### config.mk
export PLATFORM = sky130hd
export DESIGN_NAME = tlb_cell
export DESIGN_NICKNAME = d
export VERILOG_FILES = /design/src/rtl/tlb_pkg.sv /design/src/rtl/tlb_cell.sv
export SDC_FILE = /design/constraint.sdc
export NUM_CORES = 1
export LEC_CHECK = 0
export BUFFER_PORTS_ARGS = -buffer_cell sky130_fd_sc_hd__buf_2
export CORE_MARGIN = 5
export CORE_UTILIZATION = 40
export DETAILED_ROUTE_END_ITERATION = 7
export GPL_ROUTABILITY_DRIVEN = 0
export PLACE_DENSITY = 0.72
export SKIP_LAST_GASP = 1
export SLEW_MARGIN = 20
export SYNTH_ARGS = -nofsm -noshare
export SYNTH_HDL_FRONTEND = slang
export SYNTH_SLANG_ARGS = --single-unit
### constraint.sdc
create_clock -name clk -period 1.93 [get_ports clk]
set_clock_uncertainty 0.05 [all_clocks]
set_input_delay 0.386 -clock clk [delete_from_list [all_inputs] [get_ports clk]]
set_output_delay 0.386 -clock clk [all_outputs]
set_load 0.02 [all_outputs]
### src/rtl/tlb_pkg.sv
// Shared types and constants for the fully associative TLB.
// Holds the request record that travels along the chain of entry cells.
// No dependencies.
`timescale 1ns / 1ps
`default_nettype none

package tlb_pkg;

    localparam int ADDR_W   = 32;
    localparam int PAGE_W   = 20;
    localparam int OFFSET_W = 12;
    localparam int INDEX_W  = 6;

    localparam logic OP_LOOKUP = 1'b0;
    localparam logic OP_WRITE  = 1'b1;

    typedef struct packed {
        logic                valid;
        logic                opcode;
        logic                enable;
        logic [ADDR_W-1:0]   vaddr;
        logic [INDEX_W-1:0]  index;
        logic                e_valid;
        logic [PAGE_W-1:0]   e_page;
        logic [PAGE_W-1:0]   e_frame;
        logic                hit;
        logic [PAGE_W-1:0]   frame;
    } tlb_req_t;

endpackage

`default_nettype wire

### src/rtl/tlb_cell.sv
// One TLB entry cell: stores a valid bit, page and frame for one slot.
// Updates its slot on a matching write request, resolves a lookup if no
// earlier cell hit, and registers the request for the next cell. Uses tlb_pkg.
`timescale 1ns / 1ps
`default_nettype none

module tlb_cell
    import tlb_pkg::*;
#(
    parameter int CELL_INDEX = 0
) (
    input  wire logic     clk,
    input  wire logic     rst_n,
    input  wire tlb_req_t req_in,
    output tlb_req_t      req_out
);

    localparam bit WRITABLE = (CELL_INDEX < (1 << INDEX_W));
    localparam logic [INDEX_W-1:0] CELL_CODE = INDEX_W'(CELL_INDEX);

    logic              slot_valid_reg;
    logic [PAGE_W-1:0] slot_page_reg;
    logic [PAGE_W-1:0] slot_frame_reg;
    tlb_req_t          req_reg;
    tlb_req_t          req_next;
    logic              write_sel;
    logic              match;

    assign write_sel = WRITABLE && req_in.valid && (req_in.opcode == OP_WRITE)
                       && (req_in.index == CELL_CODE);

    assign match = req_in.valid && (req_in.opcode == OP_LOOKUP) && !req_in.hit
                   && slot_valid_reg
                   && (slot_page_reg == req_in.vaddr[ADDR_W-1:OFFSET_W]);

    always_comb
    begin
        req_next = req_in;
        if (match)
        begin
            req_next.hit   = 1'b1;
            req_next.frame = slot_frame_reg;
        end
    end

    always_ff @(posedge clk or negedge rst_n)
    begin
        if (!rst_n)
        begin
            slot_valid_reg <= 1'b0;
        end
        else if (write_sel)
        begin
            slot_valid_reg <= req_in.e_valid;
        end
    end

    always_ff @(posedge clk)
    begin
        if (write_sel)
        begin
            slot_page_reg  <= req_in.e_page;
            slot_frame_reg <= req_in.e_frame;
        end
    end

    always_ff @(posedge clk or negedge rst_n)
    begin
        if (!rst_n)
        begin
            req_reg <= '0;
        end
        else
        begin
            req_reg <= req_next;
        end
    end

    assign req_out = req_reg;

endmodule

`default_nettype wire

==> metrics.csv <==
metric,value,unit
detailed_place.area,5750,µm²
timing.slew.headroom,58.2,%
whs,0.0389,ns
floorplan.initialDensity,41.1,%
clock-root-buffer,sky130_fd_sc_hd__clkbuf_8,
largest_reg_flops,103,
die_width,116,µm
ys_seq_elements,144,
fin_crit_sh,98.4,%
cell_depth_of_the_worst_min_delay_path,2,
number_of_violations_of_the_max_capacitance_limit,0,
worst_hold_startpoint,req_in[20],
setup.worst_path.end_class,flop,
antenna_violations_before_repair,0,
critical_path_required,2.07,ns
timing.setup.tns,0,ns
fmax,527,MHz
power.density,944,nW/µm²
drv_slew,0,
postSynthNetCount,304,
synthesis.area,4470,µm²
dr_total_vias,2836,
grt_setup_unrepaired,yes,
postLayoutCoreUtil,65.1,%
pre_cts_ws,-0.0657,ns
clkLatencyLatePin,0.51,ns
layout-area-overhead-vs-synth,58.5,%
crit_arrival,2.04,ns
cts_sinks,144,
commonest_non_fill_non_tap_cell_in_the_layout,sky130_fd_sc_hd__buf_2,
switching_power,1.49,mW
detail_route.drc_violations,0,
floorplan.io_pins,208,
track_usage,16.8,%
tightest_slew,0.627,ns
drt_first_pass_iters,4,
overflow,0,
number_of_vias_per_cell_after_detailed_routing,4.26,
tritoncts,built,
register_to_register_path_setup_slack,0.03,ns
antenna_diode_count,0,
netSwitchingFraction,22.3,%
final-hold-violation-count,0,
core,10900,µm²
status,completed,
ys_seq_area_share,85.1,%
power.leakage,3.35,nW
die_height,116,µm
grt_max_degree,56,
mapped_cells,199,
place.port_buffers,207,
total_number_of_placement_rows,38,
vdd.ir_drop.worst,0.702,mV
finalNonFillerCells,665,
post-layout-total-power,6.69,mW
yosys_warning_total,0,
netlist-cell-type-count,17,
number_of_buffers_on_the_longest_clock_path,2,
timing.rr.end,req_out[14],
grt_pass1_vias,3299,
start_kind,input port,
critPathKind,input port to flop,
place.detailed.instances,551,
post_drt_wl_per_cell,16.3,µm
worstHoldPathType,input port to flop,
drt_iter0_markers,116,
layout.cells.most_common_list,"206 x sky130_fd_sc_hd__buf_2, 104 x sky130_fd_sc_hd__dfrtp_1, 82 x sky130_fd_sc_hd__dlygate4sd3_1",
intPower,5.19,mW
clock_power_share,41.2,%
antenna_violating_nets_post_route,0,
power.share.sequential,49.1,%
layout.nets,617,
synthesis.area_per_instance,22.5,µm²
routed_wl,10.8,mm
post-cts-setup-buffer-count,0,
rr_startpoint,slot_page_reg[19],
critical_path.max_fanout,20,
cts.htree.levels,4,
clkTransAtPathRegs,0.05,ns
postLayoutCellArea,7090,µm²
grt_pass1_wl,16.6,mm
setup_slack,0.0309,ns
critPathLaunch,req_in[66],
drive_above_1_share,51.2,%
floorplan.die_area,13400,µm²
timing.reg2reg.worst_path_depth,6,
whs_endpoint,req_out[20],
finalSetupViolCount,0,
comb_power_share,9.7,%
post-route-min-period,1.90,ns
tritoncts_buffers,17,
dpl.hpwl,7.18,mm
-- per-layer routing --
layer / up-vias / part of all wire, % / GRT usage [%]
li1: 1321 / - / -
met1: 1382 / 36 / 18.2
met2: 122 / 55 / 29.7
met3: 11 / 8.2 / 6.11
met4: 0 / 1.4 / 7.42
met5: - / 0 / 0
-- Yosys cell counts --
master	number	area share (%)
sky130_fd_sc_hd__dfrtp_1	104	58
sky130_fd_sc_hd__edfxtp_1	40	27
sky130_fd_sc_hd__mux2_4	19	6.4
sky130_fd_sc_hd__xor2_1	13	2.5
sky130_fd_sc_hd__xnor2_1	5	0.98
sky130_fd_sc_hd__nor4_4	3	1.4
sky130_fd_sc_hd__buf_6	2	0.50
sky130_fd_sc_hd__mux2_1	2	0.50
sky130_fd_sc_hd__nand4_1	2	0.28
sky130_fd_sc_hd__xnor2_2	2	0.73
sky130_fd_sc_hd__and4bb_1	1	0.28
sky130_fd_sc_hd__nand2_1	1	0.084
sky130_fd_sc_hd__nand2b_2	1	0.20
sky130_fd_sc_hd__nand4_2	1	0.28
sky130_fd_sc_hd__nor3_2	1	0.22
sky130_fd_sc_hd__nor4_2	1	0.28
sky130_fd_sc_hd__or4_4	1	0.25
-- power groups by stage --
stage          Sequential (mW)  Clock (mW)  Combinational, mW
3_3_place_gp              3.33           0              0.512
2_1_floorplan             3.49           0             0.0617
6_report                  3.28        2.75              0.650
4_1_cts                   3.28        2.83              0.654
3_5_place_dp              3.34           0              0.524
5_1_grt                   3.29        2.98              0.700
-- worst max-delay path by stage --
stage	endpoint	slack, ns	cells past startpoint
floorplan	slot_valid_reg	-0.96	3
global placement	slot_frame_reg[0]	-0.04	4
detailed placement	slot_frame_reg[0]	-0.07	4
CTS	req_out[0]	0.01	7
global route	req_out[0]	-0.06	6
finish	slot_frame_reg[9]	0.03	5
-- what timing repair did --
item | 4_1_cts | 5_1_grt
hold buffers | 82 | 0
resized for setup | 0 | 1
setup endpoints to repair | 0 | 20
endpoints found under the hold margin | 218 | 0
-- cell type report --
type                    instances  area [µm²]
clock buffers                  25         464
clock inverters                 7        38.8
fillers                       795        3800
multi-input cells              53         654
flip-flops and latches        144        3800
well taps                     140         175
repair buffers                296        1950
-- critical path: stages --
cell,delay [ns]
sky130_fd_sc_hd__dlygate4sd3_1,0.53
sky130_fd_sc_hd__buf_2,0.13
sky130_fd_sc_hd__or4_4,0.42
sky130_fd_sc_hd__nor4_4,0.24
sky130_fd_sc_hd__buf_4,0.32
-- kinds of logic after synthesis --
logic type / synth area share, %
XOR/XNOR: 4.25
multiplexers: 6.88
buffers and inverters: 0.504
flip-flops: 85.1
AND/OR/NAND/NOR: 3.30
No activity file was read; power rests on OpenSTA's default activity.
